### src/design/ghal_pkg.sv
// ghal_pkg: shared constants, codes and request structs of the generational handle allocator
// no dependencies; used by every module of the block
package ghal_pkg;

  localparam int unsigned SLOTS = 256;
  localparam int unsigned IDX_W = 8;
  localparam int unsigned CNT_W = 9;
  localparam int unsigned GEN_W = 16;
  localparam int unsigned OP_W  = 3;
  localparam int unsigned ST_W  = 3;
  localparam int unsigned DATA_W = 32;

  localparam logic [CNT_W-1:0] SLOTS_CNT = CNT_W'(SLOTS);

  typedef enum logic [OP_W-1:0] {
    OP_ALLOC  = 3'd0,
    OP_REMOVE = 3'd1,
    OP_CHECK  = 3'd2,
    OP_FIRST  = 3'd3,
    OP_NEXT   = 3'd4,
    OP_PREV   = 3'd5
  } op_e;

  typedef enum logic [ST_W-1:0] {
    ST_OK           = 3'd0,
    ST_GEN_MISMATCH = 3'd1,
    ST_REMOVED      = 3'd2,
    ST_FULL         = 3'd3,
    ST_NONE         = 3'd4,
    ST_INVALID      = 3'd5
  } status_e;

  typedef struct packed {
    logic [ST_W-1:0]  status;
    logic [IDX_W-1:0] idx;
    logic [GEN_W-1:0] gen;
  } result_t;

  // slot table requests, one read and one write port
  typedef struct packed {
    logic             rd_en;
    logic [IDX_W-1:0] rd_addr;
    logic             we;
    logic [IDX_W-1:0] wr_addr;
    logic [GEN_W-1:0] wr_gen;
    logic             wr_rem;
  } tbl_req_t;

  // free queue requests
  typedef struct packed {
    logic             rd_en;
    logic             pop;
    logic             push;
    logic [IDX_W-1:0] push_idx;
    logic [GEN_W-1:0] push_gen;
  } fifo_req_t;

  typedef struct packed {
    logic [IDX_W-1:0] idx;
    logic [GEN_W-1:0] gen;
  } fifo_entry_t;

endpackage

### src/design/ghal_slot_table.sv
// ghal_slot_table: per-slot memory holding the removed mark and generation
// depends on ghal_pkg
module ghal_slot_table (
  input  logic                          clk_i,
  input  ghal_pkg::tbl_req_t            req_i,
  output logic [ghal_pkg::GEN_W-1:0]    rd_gen_o,
  output logic                          rem_o
);

  // entry: removed mark on top, generation below
  logic [ghal_pkg::GEN_W:0] slot_mem [ghal_pkg::SLOTS];
  logic [ghal_pkg::GEN_W:0] rd_q;

  // one write and one registered read port
  always_ff @(posedge clk_i) begin
    if (req_i.we) begin
      slot_mem[req_i.wr_addr] <= {req_i.wr_rem, req_i.wr_gen};
    end
    if (req_i.rd_en) begin
      rd_q <= slot_mem[req_i.rd_addr];
    end
  end

  assign rd_gen_o = rd_q[ghal_pkg::GEN_W-1:0];
  assign rem_o    = rd_q[ghal_pkg::GEN_W];

endmodule

### config.mk
export PLATFORM = sky130hd
export DESIGN_NAME = ghal_slot_table
export DESIGN_NICKNAME = d
export VERILOG_FILES = /design/src/design/ghal_pkg.sv /design/src/design/ghal_slot_table.sv
export SDC_FILE = /design/constraint.sdc
export NUM_CORES = 2
export LEC_CHECK = 0
export ABC_CLOCK_PERIOD_IN_PS = 2850
export BUFFER_PORTS_ARGS = -buffer_cell sky130_fd_sc_hd__buf_2
export CAP_MARGIN = 5
export CORE_ASPECT_RATIO = 1.1
export CORE_MARGIN = 2
export CORE_UTILIZATION = 45
export DETAILED_ROUTE_END_ITERATION = 7
export GPL_TIMING_DRIVEN = 0
export PLACE_DENSITY_LB_ADDON = 0.15
export SYNTH_ARGS = -nofsm -noshare
export SYNTH_HDL_FRONTEND = slang
export SYNTH_MEMORY_MAX_BITS = 65536
export SYNTH_SLANG_ARGS = --single-unit
export TNS_END_PERCENT = 10
### constraint.sdc
create_clock -name clk_i -period 2.85 [get_ports clk_i]
set_input_delay 0.1425 -clock clk_i [delete_from_list [all_inputs] [get_ports clk_i]]
set_output_delay 0.1425 -clock clk_i [all_outputs]
set_load 0.02 [all_outputs]
==> results.toml <==
[status]
status = "complete, but fails checks"
violations = "negative setup slack"

[timing]
hold_viol = 0
rsz0062_at_grt = "yes"
slew_viol_final = 0
finalSetupViolCount = 307
slew_headroom_pct = 3.15
holdWs_ns = 0.0714
worst_slew_pin_slew_ns = 1.45
max_freq_ghz = 0.308
worst_slack_ns = -0.400
fin_skew_ns = 0.0407
finalCritPeriodShare_pct = 114
layout_min_cycle_time_ns = 3.25

[clocking]
root_buffer = "clkbuf_16"
ctsHtreeMaxLevel = 5
clk_latency_ns = 1.02
cts_buffer_depth = 4
numCtsBuffers = 439
path_clk_slew_ns = 0.06
cts_tree = "done"
cts.sinks = 4369

[yosys]
async_reset_ff_share_pct = 0
synth_flop_cell = "edfxtp_1"
postSynthAreaPerCell_um2 = 21.8
synth_area_um2 = 170000
yosys_register_bits = 4369
netlist.area_leader.share_pct = 77.2
syn_inst = 7797
synth_fp_nets = 7833
synth-edff-count = 4369
ys_warn_count = 0
yosys-top-cells-area = "edfxtp_1, mux4_2, mux2i_1, nor2_1, mux4_1"
yosysSeqAreaShare_pct = 77.2
synth_top_area_cell = "edfxtp_1"
synth.distinct_cells = 73

[placement]
hpwl_um = 489000
portBuffers = 44
dpl.cell_count = 13089
place.gp.congestion = 1.03

[global_route]
grt_pass1_vias = 88751
overflow = 0
grt.total_usage_pct = 36.2
grt_pass1_wl_um = 887000
grt_antenna_before_repair = 84
grt_max_degree = 153

[setup_path]
cp_max_fo = 10
timing.rr.end = "rd_q[1]"
path_class = "input port to register"
cp_slowest_stage_delay_ns = 0.62
reg2reg_from = "slot_mem[217][1]"
cp-end-kind = "register"
reg2reg_setup_slack_ns = -0.36
reg2regPathDepth = 7
start_kind = "input port"
path_delay_family = "buffers and inverters"
arrival_ns = 4.11
crit_chain = "buf_4 -> or2_1 -> clkbuf_1 -> clkbuf_2 -> clkbuf_4 -> buf_16 -> o221ai_1 -> o21ai_0 -> a311o_1 -> nor4_1 -> and3_4"
cp.required_ns = 3.71
crit_buf_inv = 5
crit_slowest_cell = "nor4_1"

[floorplan]
rows = 236
ioPinCount = 53
core-area_um2 = 376000
die_h_um = 648
die_w_um = 590
dieArea_um2 = 382000
start_util_pct = 45.2

[job]
maxCapViolCount = 0

[worst_hold_path]
hold_start = "req_i[19]"
hold_class = "input port to register"
worstHoldPathCells = 3
hold_end = "slot_mem[174][15]"

[final_layout]
area_growth_pct = 17.6
layout.nets = 8607
layout.cells.non_filler = 13994
drive_above_1_share_pct = 30.2

[route]
drt_iter0_markers = 16069
wirelength_um = 697000
wl_per_cell_um = 49.8
vias_per_cell = 6.67
remaining_drc_errors = 0
final_antenna_net_count = 0
dr.pass1.iters = 8
num_vias = 93293

[power]
p_seq_share_pct = 50.8
p_sw_mw = 32.5
power.leakage_nw = 63.1
clockPowerShare_pct = 42.0
p_per_area_nw_per_um2 = 698
vdd_drop_max_v = 0.000532
combPwrFrac_pct = 7.1
sw_frac_of_total_pct = 23.3
p_int_mw = 107
[power by group through the flow]
stage	combinational (mW)	clock, mW	sequential [mW]
floorplan	3.61	0	72.3
global placement	8.78	0	72.5
detailed placement	9.23	0	72.3
CTS	9.63	58.7	70.9
global route	9.84	61.0	70.9
finish	9.95	58.6	70.9
[timing repair]
item / CTS / global route
resized for setup: 493 / 65
hold buffers: 29 / 0
pin swaps: 33 / 29
setup endpoints to repair: 17 / 354
setup buffers: 1 / 9
hold endpoints to repair: 2658 / 0
[cells in the final DEF, fill, tap and decap left out, drive strengths merged, types with 21 or more instances in the layout]
cell,n
a21oi,108
a22oi,33
buf,594
bufinv,53
clkbuf,690
clkinv,213
diode,52
dlygate4sd3,29
edfxtp,4369
mux2i,509
mux4,943
nand2,216
nand3,65
nand4,21
nor2,333
nor3,109
o21ai,46
o221ai,136
o22ai,186
[worst max-delay path by stage]
stage | start | slack [ns] | to | cells after the start
finish | req_i[27] | -0.40 | rd_q[1] | 11
global route | slot_mem[191][1] | -0.25 | rd_q[1] | 6
CTS | slot_mem[182][9] | -0.21 | rd_q[9] | 6
detailed placement | req_i[27] | -3.33 | rd_q[14] | 10
global placement | req_i[28] | -5.57 | rd_q[15] | 8
floorplan | req_i[26] | 0.40 | rd_q[13] | 9
[layout make-up]
class                   count  area (um2)
fillers                 29064      176000
repair buffers            333        5810
clock buffers             519       11400
diodes                     52         130
inverters                   5        20.0
multi-input cells        2957       37600
well taps                4998        6250
plain buffers             466        4520
clock inverters           295        2910
flip-flops and latches   4369      131000
[cell usage after synthesis, types with 6 or more instances]
| master | instances |
|---|---|
| o311a_1 | 14 |
| mux2i_1 | 509 |
| a22oi_1 | 33 |
| a311oi_1 | 6 |
| nor4_1 | 14 |
| nand3b_1 | 6 |
| buf_6 | 57 |
| edfxtp_1 | 4369 |
| o311ai_0 | 13 |
| nand3_1 | 65 |
| a32oi_1 | 9 |
| buf_12 | 44 |
| o21ai_0 | 42 |
| nand2_1 | 216 |
| nand4_1 | 21 |
| mux4_2 | 897 |
| clkbuf_1 | 150 |
| a21oi_1 | 108 |
| nor3_1 | 109 |
| buf_2 | 95 |
| or3_1 | 14 |
| o221ai_1 | 134 |
| buf_8 | 30 |
| buf_4 | 37 |
| clkbuf_8 | 12 |
| a22o_1 | 13 |
| nor2b_1 | 14 |
| mux4_1 | 46 |
| mux2_2 | 20 |
| o22ai_1 | 186 |
| nor2_1 | 333 |
| a211oi_1 | 16 |
| and4_1 | 6 |
| o22a_1 | 11 |
| a31oi_1 | 14 |
| buf_1 | 38 |
| and3_1 | 8 |
[registers in the layout (all words and copies together), names as in the netlist]
| name | flops |
|---|---|
| slot_mem | 4352 |
| rd_q | 17 |
[per-stage QoR]
stage	utilization, %	setup WS, ns	area, um2	power (mW)	setup TNS, ns
global route	53.2	-0.248	200000	142	-15.85
floorplan	-	0.399	170000	75.9	0
detailed placement	48.7	-3.33	183000	81.5	-1478.75
CTS	53.1	-0.209	199000	139	-3.61
finish	53.2	-0.400	200000	139	-22.72
global placement	47.0	-5.57	176000	81.3	-
[metal layers]
layer | part of all wire, % | routed length [um] | global-route usage [%]
met5 | 0.042 | 293 | 0
met2 | 45 | 316000 | 55.3
met3 | 11 | 79700 | 10.4
met4 | 6.9 | 48000 | 21.1
met1 | 36 | 253000 | 46.4
[logic make-up (layout without fill, tap and decap cells)]
| group | after synthesis | in the layout | share of synthesized area [%] |
|---|---|---|---|
| multiplexers | 1472 | 1472 | 15.7 |
| other | 0 | 52 | 0 |
| AO/OA/AOI/OAI | 649 | 649 | 2.70 |
| AND/OR/NAND/NOR | 836 | 836 | 2.19 |
| flip-flops | 4369 | 4369 | 77.2 |
| buffers and inverters | 471 | 1618 | 2.14 |
[worst min-delay path, stage by stage]
cell,delay [ns]
clkbuf_1,0.19
nand3_1,0.40
nor2_4,0.15
Note: power is estimated with default switching activity, not from simulation.
